File: src/design/tpsd_pkg.sv
// ----------------------------------------------------------------------------
// Targa pixel stream decoder package
// Shared types, constants and the pixel and colormap word decoder.
// ----------------------------------------------------------------------------
package tpsd_pkg;

    localparam int MAX_DIM     = 4096;
    localparam int DIM_W       = $clog2(MAX_DIM + 1);
    localparam int MAP_ENTRIES = 256;
    localparam int MAP_AW      = $clog2(MAP_ENTRIES);
    localparam int MAP_PW      = $clog2(MAP_ENTRIES + 1);

    localparam logic [2:0] FMT_8  = 3'd0;
    localparam logic [2:0] FMT_15 = 3'd1;
    localparam logic [2:0] FMT_16 = 3'd2;
    localparam logic [2:0] FMT_24 = 3'd3;
    localparam logic [2:0] FMT_32 = 3'd4;

    localparam logic [1:0] ILV_TWO  = 2'd1;
    localparam logic [1:0] ILV_FOUR = 2'd2;

    typedef enum logic [1:0] {
        KIND_START = 2'd0,
        KIND_MAP   = 2'd1,
        KIND_BODY  = 2'd2,
        KIND_PULL  = 2'd3
    } t_kind;

    typedef enum logic [2:0] {
        REG_PIXEL_FORMAT = 3'd0,
        REG_MAP_FORMAT   = 3'd1,
        REG_USE_PALETTE  = 3'd2,
        REG_RLE_ENABLE   = 3'd3,
        REG_IMAGE_WIDTH  = 3'd4,
        REG_IMAGE_HEIGHT = 3'd5,
        REG_TOP_ORIGIN   = 3'd6,
        REG_INTERLEAVE   = 3'd7
    } t_reg_index;

    typedef struct packed {
        logic [2:0]       pixel_format;
        logic [2:0]       map_format;
        logic             use_palette;
        logic             rle_enable;
        logic [DIM_W-1:0] image_width;
        logic [DIM_W-1:0] image_height;
        logic             top_origin;
        logic [1:0]       interleave_mode;
    } t_cfg;

    typedef struct packed {
        logic [31:0] color;
        logic [15:0] idx;
    } t_decoded;

    typedef struct packed {
        logic              en;
        logic [MAP_AW-1:0] addr;
        logic [31:0]       data;
    } t_pal_wr;

    typedef struct packed {
        logic [31:0] color;
        logic [15:0] idx;
        logic        use_pal;
        logic [11:0] column;
        logic [11:0] row;
        logic [6:0]  repeats;
        logic        last;
    } t_result;

    function automatic logic [2:0] norm_fmt(logic [2:0] fmt);
        return (fmt > FMT_32) ? FMT_24 : fmt;
    endfunction

    function automatic logic [2:0] fmt_bytes(logic [2:0] fmt);
        logic [2:0] f;
        f = norm_fmt(fmt);
        case (f)
            FMT_8:           return 3'd1;
            FMT_15, FMT_16:  return 3'd2;
            FMT_32:          return 3'd4;
            default:         return 3'd3;
        endcase
    endfunction

    // Color is packed as red, green, blue, alpha from the top byte down.
    function automatic t_decoded decode_word(logic [2:0] fmt, logic [31:0] word);
        logic [2:0] f;
        logic [7:0] j;
        logic [7:0] k;
        logic [7:0] a;
        t_decoded   d;
        f = norm_fmt(fmt);
        j = word[7:0];
        k = word[15:8];
        case (f)
            FMT_8: begin
                d.idx   = {8'd0, j};
                d.color = {j, j, j, 8'hFF};
            end
            FMT_15, FMT_16: begin
                a       = (f == FMT_15 || k[7]) ? 8'hFF : 8'h00;
                d.idx   = {k, j};
                d.color = {k[6:2], 3'b000, k[1:0], j[7:5], 3'b000, j[4:0], 3'b000, a};
            end
            FMT_32: begin
                d.idx   = 16'd0;
                d.color = {word[23:16], k, j, word[31:24]};
            end
            default: begin
                d.idx   = 16'd0;
                d.color = {word[23:16], k, j, 8'hFF};
            end
        endcase
        return d;
    endfunction

endpackage

File: src/design/tpsd_parser.sv
// ----------------------------------------------------------------------------
// Targa pixel stream parser
// Byte assembly, run-length packets, palette loading and pixel placement.
// ----------------------------------------------------------------------------
module tpsd_parser (
    input  logic                 i_clk,
    input  logic                 i_rst_n,
    input  logic                 i_step,
    input  tpsd_pkg::t_kind      i_kind,
    input  logic [7:0]           i_byte,
    input  tpsd_pkg::t_cfg       i_cfg,
    output tpsd_pkg::t_pal_wr    o_pal_wr,
    output logic                 o_res_valid,
    output tpsd_pkg::t_result    o_res
);

    localparam int DW = tpsd_pkg::DIM_W;
    localparam int PW = tpsd_pkg::MAP_PW;

    logic [PW-1:0]  r_pal_ptr,    n_pal_ptr;
    logic [1:0]     r_pal_phase,  n_pal_phase;
    logic [23:0]    r_map_held,   n_map_held;
    logic [1:0]     r_pix_phase,  n_pix_phase;
    logic [23:0]    r_held,       n_held;
    logic [31:0]    r_last_color, n_last_color;
    logic [15:0]    r_last_index, n_last_index;
    logic [7:0]     r_run_count,  n_run_count;
    logic           r_run_rep,    n_run_rep;
    logic           r_rep_ready,  n_rep_ready;
    logic [11:0]    r_column,     n_column;
    logic [DW-1:0]  r_true_row,   n_true_row;
    logic [DW-1:0]  r_base_row,   n_base_row;
    logic [DW-1:0]  r_rows_done,  n_rows_done;

    logic [DW-1:0]  w_dim;
    logic [DW-1:0]  h_dim;
    logic [31:0]    map_word;
    logic [31:0]    pix_word;
    logic [2:0]     map_n;
    logic [2:0]     pix_n;
    tpsd_pkg::t_decoded map_dec;
    tpsd_pkg::t_decoded pix_dec;
    logic [7:0]     run_dec;
    logic [DW-1:0]  col_next;
    logic           col_wrap;
    logic [2:0]     row_step;
    logic [DW:0]    row_sum;
    logic           row_over;
    logic [DW-1:0]  base_inc;
    logic [DW-1:0]  rows_after;
    logic           finished;
    logic           done;
    logic [DW-1:0]  dest;
    logic           do_emit;
    logic [31:0]    e_color;
    logic [15:0]    e_idx;
    logic [7:0]     e_rep;

    assign w_dim = (i_cfg.image_width == '0) ? DW'(1) :
                   (i_cfg.image_width > DW'(tpsd_pkg::MAX_DIM)) ? DW'(tpsd_pkg::MAX_DIM) :
                   i_cfg.image_width;
    assign h_dim = (i_cfg.image_height == '0) ? DW'(1) :
                   (i_cfg.image_height > DW'(tpsd_pkg::MAX_DIM)) ? DW'(tpsd_pkg::MAX_DIM) :
                   i_cfg.image_height;

    assign map_word = {8'd0, r_map_held} | ({24'd0, i_byte} << {r_pal_phase, 3'b000});
    assign pix_word = {8'd0, r_held} | ({24'd0, i_byte} << {r_pix_phase, 3'b000});
    assign map_n    = tpsd_pkg::fmt_bytes(i_cfg.map_format);
    assign pix_n    = tpsd_pkg::fmt_bytes(i_cfg.pixel_format);
    assign map_dec  = tpsd_pkg::decode_word(i_cfg.map_format, map_word);
    assign pix_dec  = tpsd_pkg::decode_word(i_cfg.pixel_format, pix_word);
    assign run_dec  = r_run_count - 8'd1;

    assign col_next   = {1'b0, r_column} + DW'(1);
    assign col_wrap   = (col_next >= w_dim);
    assign row_step   = (i_cfg.interleave_mode == tpsd_pkg::ILV_FOUR) ? 3'd4 :
                        (i_cfg.interleave_mode == tpsd_pkg::ILV_TWO)  ? 3'd2 : 3'd1;
    assign row_sum    = {1'b0, r_true_row} + (DW+1)'(row_step);
    assign row_over   = (row_sum >= {1'b0, h_dim});
    assign base_inc   = r_base_row + DW'(1);
    assign rows_after = col_wrap ? (r_rows_done + DW'(1)) : r_rows_done;
    assign finished   = (rows_after >= h_dim);
    assign done       = (r_rows_done >= h_dim);
    assign dest       = i_cfg.top_origin ? r_true_row : (h_dim - DW'(1) - r_true_row);

    always_comb begin
        n_pal_ptr    = r_pal_ptr;
        n_pal_phase  = r_pal_phase;
        n_map_held   = r_map_held;
        n_pix_phase  = r_pix_phase;
        n_held       = r_held;
        n_last_color = r_last_color;
        n_last_index = r_last_index;
        n_run_count  = r_run_count;
        n_run_rep    = r_run_rep;
        n_rep_ready  = r_rep_ready;
        n_column     = r_column;
        n_true_row   = r_true_row;
        n_base_row   = r_base_row;
        n_rows_done  = r_rows_done;
        o_pal_wr     = '0;
        do_emit      = 1'b0;
        e_color      = r_last_color;
        e_idx        = r_last_index;
        e_rep        = 8'd0;

        if (i_step) begin
            case (i_kind)
                tpsd_pkg::KIND_START: begin
                    n_pal_ptr    = '0;
                    n_pal_phase  = '0;
                    n_map_held   = '0;
                    n_pix_phase  = '0;
                    n_held       = '0;
                    n_last_color = '0;
                    n_last_index = '0;
                    n_run_count  = '0;
                    n_run_rep    = 1'b0;
                    n_rep_ready  = 1'b0;
                    n_column     = '0;
                    n_true_row   = '0;
                    n_base_row   = '0;
                    n_rows_done  = '0;
                end
                tpsd_pkg::KIND_MAP: begin
                    if (({1'b0, r_pal_phase} + 3'd1) < map_n) begin
                        n_map_held  = map_word[23:0];
                        n_pal_phase = r_pal_phase + 2'd1;
                    end else begin
                        if (r_pal_ptr < PW'(tpsd_pkg::MAP_ENTRIES)) begin
                            o_pal_wr.en   = 1'b1;
                            o_pal_wr.addr = r_pal_ptr[tpsd_pkg::MAP_AW-1:0];
                            o_pal_wr.data = map_dec.color;
                            n_pal_ptr     = r_pal_ptr + PW'(1);
                        end
                        n_map_held  = '0;
                        n_pal_phase = '0;
                    end
                end
                tpsd_pkg::KIND_PULL: begin
                    if (!done) begin
                        if (!r_rep_ready || r_run_count == 8'd0) begin
                            n_rep_ready = 1'b0;
                        end else begin
                            n_run_count = run_dec;
                            if (run_dec == 8'd0) begin
                                n_rep_ready = 1'b0;
                            end
                            do_emit = 1'b1;
                            e_rep   = run_dec;
                        end
                    end
                end
                tpsd_pkg::KIND_BODY: begin
                    if (!done && !(i_cfg.rle_enable && r_rep_ready)) begin
                        if (i_cfg.rle_enable && r_run_count == 8'd0) begin
                            n_run_rep   = i_byte[7];
                            n_run_count = {1'b0, i_byte[6:0]} + 8'd1;
                            n_pix_phase = '0;
                            n_held      = '0;
                        end else if (({1'b0, r_pix_phase} + 3'd1) < pix_n) begin
                            n_held      = pix_word[23:0];
                            n_pix_phase = r_pix_phase + 2'd1;
                        end else begin
                            n_held       = '0;
                            n_pix_phase  = '0;
                            n_last_color = pix_dec.color;
                            n_last_index = pix_dec.idx;
                            do_emit      = 1'b1;
                            e_color      = pix_dec.color;
                            e_idx        = pix_dec.idx;
                            if (i_cfg.rle_enable) begin
                                n_run_count = run_dec;
                                if (r_run_rep && run_dec != 8'd0) begin
                                    n_rep_ready = 1'b1;
                                    e_rep       = run_dec;
                                end
                            end
                        end
                    end
                end
                default: ;
            endcase

            if (do_emit) begin
                if (col_wrap) begin
                    n_column    = '0;
                    n_rows_done = rows_after;
                    if (row_over) begin
                        n_base_row = base_inc;
                        n_true_row = base_inc;
                    end else begin
                        n_true_row = row_sum[DW-1:0];
                    end
                end else begin
                    n_column = col_next[11:0];
                end
                if (finished) begin
                    n_run_count = '0;
                    n_run_rep   = 1'b0;
                    n_rep_ready = 1'b0;
                    n_pix_phase = '0;
                    n_held      = '0;
                end
            end
        end
    end

    always_comb begin
        o_res_valid   = do_emit;
        o_res.color   = e_color;
        o_res.idx     = e_idx;
        o_res.use_pal = i_cfg.use_palette;
        o_res.column  = r_column;
        o_res.row     = dest[11:0];
        o_res.repeats = finished ? 7'd0 : e_rep[6:0];
        o_res.last    = finished;
    end

    always_ff @(posedge i_clk) begin
        if (!i_rst_n) begin
            r_pal_ptr    <= '0;
            r_pal_phase  <= '0;
            r_map_held   <= '0;
            r_pix_phase  <= '0;
            r_held       <= '0;
            r_last_color <= '0;
            r_last_index <= '0;
            r_run_count  <= '0;
            r_run_rep    <= 1'b0;
            r_rep_ready  <= 1'b0;
            r_column     <= '0;
            r_true_row   <= '0;
            r_base_row   <= '0;
            r_rows_done  <= '0;
        end else begin
            r_pal_ptr    <= n_pal_ptr;
            r_pal_phase  <= n_pal_phase;
            r_map_held   <= n_map_held;
            r_pix_phase  <= n_pix_phase;
            r_held       <= n_held;
            r_last_color <= n_last_color;
            r_last_index <= n_last_index;
            r_run_count  <= n_run_count;
            r_run_rep    <= n_run_rep;
            r_rep_ready  <= n_rep_ready;
            r_column     <= n_column;
            r_true_row   <= n_true_row;
            r_base_row   <= n_base_row;
            r_rows_done  <= n_rows_done;
        end
    end

    a_pal_ptr_bound: assert property (@(posedge i_clk) disable iff (!i_rst_n)
        r_pal_ptr <= PW'(tpsd_pkg::MAP_ENTRIES))
        else $error("palette pointer ran past the store");

    a_rep_has_count: assert property (@(posedge i_clk) disable iff (!i_rst_n)
        r_rep_ready |-> (r_run_count != 8'd0))
        else $error("repeat pending with an empty run");

    a_run_bound: assert property (@(posedge i_clk) disable iff (!i_rst_n)
        r_run_count <= 8'd128)
        else $error("run count above packet maximum");

endmodule

File: config.mk
export PLATFORM = sky130hd
export DESIGN_NAME = tpsd_parser
export DESIGN_NICKNAME = d
export VERILOG_FILES = /design/src/design/tpsd_pkg.sv /design/src/design/tpsd_parser.sv
export SDC_FILE = /design/constraint.sdc
export NUM_CORES = 1
export LEC_CHECK = 0
export BUFFER_PORTS_ARGS = -buffer_cell sky130_fd_sc_hd__buf_2
export CORE_MARGIN = 10
export CORE_UTILIZATION = 59
export DETAILED_ROUTE_END_ITERATION = 10
export GPL_ROUTABILITY_DRIVEN = 0
export PLACE_DENSITY_LB_ADDON = 0.1
export SYNTH_ARGS = -nofsm -noshare
export SYNTH_HDL_FRONTEND = slang
export SYNTH_SLANG_ARGS = --single-unit
File: constraint.sdc
create_clock -name i_clk -period 6.55 [get_ports i_clk]
set_clock_uncertainty 0.1 [all_clocks]
set_input_delay 0 -clock i_clk [delete_from_list [all_inputs] [get_ports i_clk]]
set_output_delay 0 -clock i_clk [all_outputs]
set_load 0.05 [all_outputs]
After elaboration in Yosys (flattened, before gate mapping)

Cells that the tools add are included.

Add/subtract/negate cells: 13
Multipliers: 0
Div/mod/pow operators: 0
Magnitude comparators: 11
Eq/ne operators: 13
Shift operators: 2
Multiplexer cells: 108
Bitwise logic cells: 2
Reductions and logical operators: 27

Operators with widths:

| operator              | number |
|---|---|
| $pmux 48 s3           | 2 |
| $mux 13               | 16 |
| $mux 41               | 4 |
| $mux 32               | 5 |
| $mux 24               | 6 |
| $pmux 24 s2           | 2 |
| $mux 16               | 5 |
| $mux 8                | 10 |
| $or 24x32->32         | 2 |
| $pmux 32 s2           | 1 |
| $shl 8x5->32          | 2 |
| $mux 7                | 9 |
| $mux 12               | 4 |
| $ge 13x13->1          | 3 |
| $pmux 16 s2           | 1 |
| $add 13x1->13 const B | 2 |
| $gt 13x13->1 const B  | 2 |
| $logic_not 13->1      | 2 |
| $pmux 8 s3            | 1 |
| $mux 1                | 21 |
| $mux 9                | 2 |
| $pmux 3 s3            | 2 |
| $pmux 9 s2            | 1 |
| $logic_not 8->1       | 2 |
| 35 further kinds      | 69 |

Flip-flop bits (word level): 170
Latch bits: 0
Bits in writable memories: 0
Memory bits (read-only): 0
Input port bits: 50
Output and inout port bits: 123
Logic and storage cells: 190
Memories: 0

Longest topological paths before layout

Depth in word-level cells: 13
Mapped depth: 25
Mapped depth without buffers: 22

Worst setup path after synthesis

Ideal clock, no wire load.

Path kind: flip-flop to output port
From: register r_column[0]
To: output port o_res[4] in the netlist's numbering
Arrival: 5.508 ns
Data required time: 6.450 ns
Slack: 0.942 ns
Cell stages (with the launch flop): 25
Path buffers: 2
Cells stage by stage: dfxtp_1 -> ha_1 -> and3_1 -> clkbuf_1 -> and3_1 -> and2_1 -> xor2_1 -> ha_1 -> nand4_1 -> or4_1 -> o211ai_1 -> o21bai_2 -> nand4_1 -> clkbuf_1 -> nor2_1 -> xor2_1 -> ha_1 -> a211oi_1 -> nand2_1 -> o21ai_0 -> a31o_2 -> inv_1 -> nor3_1 -> o21ai_0 -> nor2_1

RTL lines:

| what                     | RTL line           | source |
|---|---|---|
| start: declaration       | tpsd_parser.sv:30  | `logic [11:0] r_column, n_column;` |
| start signal: assignment | tpsd_parser.sv:247 | `r_column <= n_column;` |
| end: declaration         | tpsd_parser.sv:14  | `output tpsd_pkg::t_result o_res` |

Worst setup path after layout

From: register r_column[0]
To: register r_run_count[7]

Word-level cells in the longest chain between the ends: 6

RTL lines:

| what                   | RTL line           | source |
|---|---|---|
| $add 12x1->13          | tpsd_parser.sv:74  | `assign col_next = {1'b0, r_column} + DW'(1);` |
| $ge 13x13->1           | tpsd_parser.sv:75  | `assign col_wrap = (col_next >= w_dim);` |
| $mux 13                | tpsd_parser.sv:81  | `assign rows_after = col_wrap ? (r_rows_done + DW'(1)) : r_rows_done;` |
| $ge 13x13->1           | tpsd_parser.sv:82  | `assign finished = (rows_after >= h_dim);` |
| $mux 8                 | tpsd_parser.sv:198 | `if (finished) begin` |
| $mux 8                 | tpsd_parser.sv:185 | `if (do_emit) begin` |
| end signal: assignment | tpsd_parser.sv:244 | `r_run_count <= n_run_count;` |
| end: declaration       | tpsd_parser.sv:27  | `logic [7:0] r_run_count, n_run_count;` |

Every way passes these cells.
A chain may end at the register's enable or synchronous reset.

==> Flow_metrics.wiki <==
{| class="wikitable"
! Metric !! Value
|-
| Final-stage net count || 1910
|-
| Clock buffers created by TritonCTS || 17
|-
| Area of the die || 0.0274 mm2
|-
| Final setup viols || 0
|-
| Share of flip-flops with an asynchronous set or reset after synthesis || 0%
|-
| Drt via density || 6.28
|-
| Reg clk slew, reported paths || 0.07 ns
|-
| Relative slew slack || 22.0%
|-
| Starting density of the core || 59.7%
|-
| Type of the worst setup path || reg2reg
|-
| Power density of the placed cells || 188 mW/mm2
|-
| Cell count of the worst reg-to-reg path || 24
|-
| Synthesized-area fraction occupied by and/or/nand/nor cells || 22.8%
|-
| Antenna violations before repair || 0
|-
| Worst supply voltage drop on vdd || 0.187 mV
|-
| Share of layout cells above drive strength 1 || 14.6%
|-
| Total iterations of the first detailed-routing run || 7
|-
| Core Footprint || 0.0210 mm2
|-
| Max Fclk || 161 MHz
|-
| I/O Pins || 173
|-
| Largest family of logic cells by synthesized area || compound AO/OA/AOI/OAI gates
|-
| Dpl ws || 0.617 ns
|-
| DP HPWL || 27700 um
|-
| Root cell of the clock tree || clkbuf_16
|-
| Largest area contributor in the netlist || dfxtp_1
|-
| Standby leakage power || 0.00618 uW
|-
| #FFs+latches synth || 170
|-
| Adder-cell share of the synthesized area || 8.52%
|-
| Fin. Hold Viols || 0
|-
| Area fraction in compound gates after synthesis || 28.5%
|-
| Share of the clock period used by the worst path after layout || 94.8%
|-
| H-tree levels || 4
|-
| Number of maximum-capacitance violations || 0
|-
| Least setup slack across all paths after layout || 0.341 ns
|-
| Worst flop-to-flop path startpoint || r_column[0]$_SDFFE_PN0P_
|-
| Post-route DRC violation count || 0
|-
| Die outline height || 166 um
|-
| EDFF count, synth || 0
|-
| Number of library cell types mapped by synthesis || 92
|-
| Number of nets with antenna violations after detailed routing || 0
|-
| Run status || finished clean
|-
| Die Width || 166 um
|-
| End of the worst register-to-register path || r_run_count[7]$_SDFFE_PN0P_
|-
| Port buffer count || 170
|-
| Share of the yosys chip area belonging to registers || 27.2%
|-
| Most instantiated library cell after synthesis || nand2_1
|-
| Area occupied by multi-input gates || 0.00845 mm2
|-
| Clock tree from TritonCTS || done
|-
| Crit path capture || r_run_count[7]$_SDFFE_PN0P_
|-
| Cells after synthesis || 1671
|-
| Total overflow reported by the global router || 0
|-
| Xor/xnor cell area share of the yosys netlist || 5.32%
|-
| Pin count of the biggest net entering global routing || 65
|-
| Critical path launch point || r_column[0]$_SDFFE_PN0P_
|-
| Synth Net Count || 1805
|-
| Global-route wire length before repair || 61500 um
|-
| Number of vias in the routed layout || 13000
|-
| CTS sink count || 170
|-
| Most used standard cells in the synthesized netlist || nand2_1 (199), a21oi_1 (185), nor2_1 (181)
|-
| Aggregate global-route resource usage || 26.0%
|-
| Diodes inserted || 0
|-
| Signed area change from the synthesized netlist to the final layout || 12.2%
|-
| Worst path arrival time || 6.48 ns
|-
| Top FF cell, synth || dfxtp_1
|-
| Worst skew pair latency || 0.44 ns
|-
| Pins over their slew limit || 0
|-
| Pin slew with the least headroom to its limit || 1.17 ns
|-
| Aggregate routed wire length || 38100 um
|-
| Critical path startpoint category || flop
|-
| Setup TNS || 0 ns
|-
| Synth Cell Area || 0.0125 mm2
|-
| Setup repair after global routing missed its margin || false
|-
| Number of DRC markers after the initial detailed-route iteration || 1131
|-
| Fraction of synthesized area in multiplexers || 2.25%
|-
| Sort of element at the end of the critical path || flop
|-
| Number of synthesis warnings || 0
|-
| Flop-to-flop setup slack || 0.34 ns
|-
| Buffer levels on the longest clock path || 2
|-
| Number of inserted filler cells in the final layout || 1845
|-
| Largest cells by area after synthesis || dfxtp_1 (27%), ha_1 (8.2%), a21oi_1 (7.4%)
|-
| Per-cell routed wire length || 18.5 um
|-
| Final critical delay including setup and external delays || 6.21 ns
|-
| Vias in the first global route || 12100
|-
| Area share of the largest cell type after synthesis || 27.2%
|-
| Data required time of the critical path || 6.82 ns
|-
| Cell row count || 53
|-
| Post-CTS Setup Repair Bufs || 0
|-
| Sequential cell area || 0.00340 mm2
|-
| HP Class || in2reg
|-
| Average instance area after synthesis || 7.49 um2
|-
| Top fanout value on the critical path || 17
|}
kinds of logic after synthesis:
family | Yosys count
buffers and inverters | 159
AOI/OAI and AO/OA | 548
DFF | 170
muxes | 27
adders and majority gates | 84
and+or+nand+nor | 607
xor gates and xnor gates | 76
how the worst min path moves through the flow:
stage                     slack, ns  cells after the start                    endpoint      start
after floorplan                0.07                      1                   o_res[32]  i_cfg[30]
after global placement         -0.1                      0                   o_res[32]  i_cfg[30]
after detailed placement       -0.1                      0                   o_res[32]  i_cfg[30]
after CTS                     0.007                      3  r_base_row[2]$_SDFFE_PN0P_     i_step
after global routing           0.04                      3  r_base_row[4]$_SDFFE_PN0P_     i_step
final                          0.02                      3  r_base_row[2]$_SDFFE_PN0P_     i_step
state kept, by name, indices dropped and copies added, names as in the netlist:
name and cells:
r_held 24, r_pal_ptr 9, r_run_rep 1, r_pal_phase 2
r_rows_done 13, r_last_index 16, r_true_row 13, r_pix_phase 2
r_base_row 13, r_column 12, r_map_held 24, r_last_color 32
r_run_count 8, r_rep_ready 1
through the flow:
| step | instance area [um2] | util, % | hold WS, ns | power [uW] | instances |
|---|---|---|---|---|---|
| 4_1_cts | 14000 | 67.0 | 0.00732 | 2640 | 2063 |
| 6_report | 14000 | 67.0 | 0.0226 | 2650 | 2063 |
| 3_5_place_dp | 13300 | 63.5 | -0.0985 | 1600 | 2020 |
| 5_1_grt | 14000 | 67.0 | 0.0375 | 2740 | 2063 |
| 3_3_place_gp | 13300 | 63.5 | -0.0985 | 1600 | 2020 |
| 2_1_floorplan | 12500 | - | 0.0671 | 1480 | 1671 |
worst max-delay path: stages, from the launching register on:
cell           delay [ns]
dfxtp_1              0.44
ha_1                 0.25
and3_1               0.27
and3_1               0.22
and2_1               0.20
xor2_1               0.09
ha_1                 0.35
nand4_1              0.11
or4_1                0.54
o211ai_1             0.11
o21bai_4             0.28
nand4_1              0.19
buf_4                0.21
nor2_1               0.14
xor2_1               0.16
ha_1                 0.26
a211oi_1             0.29
nand2_1              0.09
o21ai_0              0.08
a31o_2               0.16
inv_1                0.09
a21oi_2              0.57
o22ai_1              0.18
a21oi_1              0.15
dlygate4sd3_1        0.58
cell usage in the layout, fill, tap and decap left out, drive strengths merged, types with 19 or more instances in the layout:
cell type	count
o21ai	106
nor2	182
nand2	202
a21o	48
a21oi	189
a31oi	24
and2	21
buf	178
nand4	19
a2bb2oi	19
dfxtp	170
xor2	26
xnor2	50
nor3	38
and3	21
ha	82
inv	57
a211oi	19
nand3	54
clkbuf	21
per-layer routing:
metal,vias to the layer above,track usage (%),share of wire [%]
met5,-,0,0
met4,0,7.28,2.0
met3,78,4.54,7.9
met2,579,42.1,46
met1,6064,34.7,44
li1,6231,-,-
area by class of cell:
| cell class | instances | share of cell area (%) |
|---|---|---|
| clock inverter | 11 | 0.971 |
| clock buffer | 20 | 3.32 |
| sequential | 170 | 24.2 |
| tap | 275 | 2.45 |
| inverter | 54 | 1.44 |
| timing repair buffer | 191 | 7.41 |
| multi-input combinational | 1342 | 60.2 |
repair_timing:
| item | CTS | global route |
|---|---|---|
| resized for setup | 0 | 4 |
| endpoints found under the setup margin | 0 | 5 |
| hold buffers | 12 | 0 |
| endpoints found under the hold margin | 31 | 0 |
report_power, final:
group / internal, uW / switching, uW / leakage, uW / total (uW)
sequential: 1050 / 14.3 / 0.00137 / 1060
clock: 598 / 448 / 0.000295 / 1050
combinational: 169 / 371 / 0.00452 / 540
total: 1810 / 833 / 0.00618 / 2650
No activity file was read; power rests on OpenSTA's default activity.
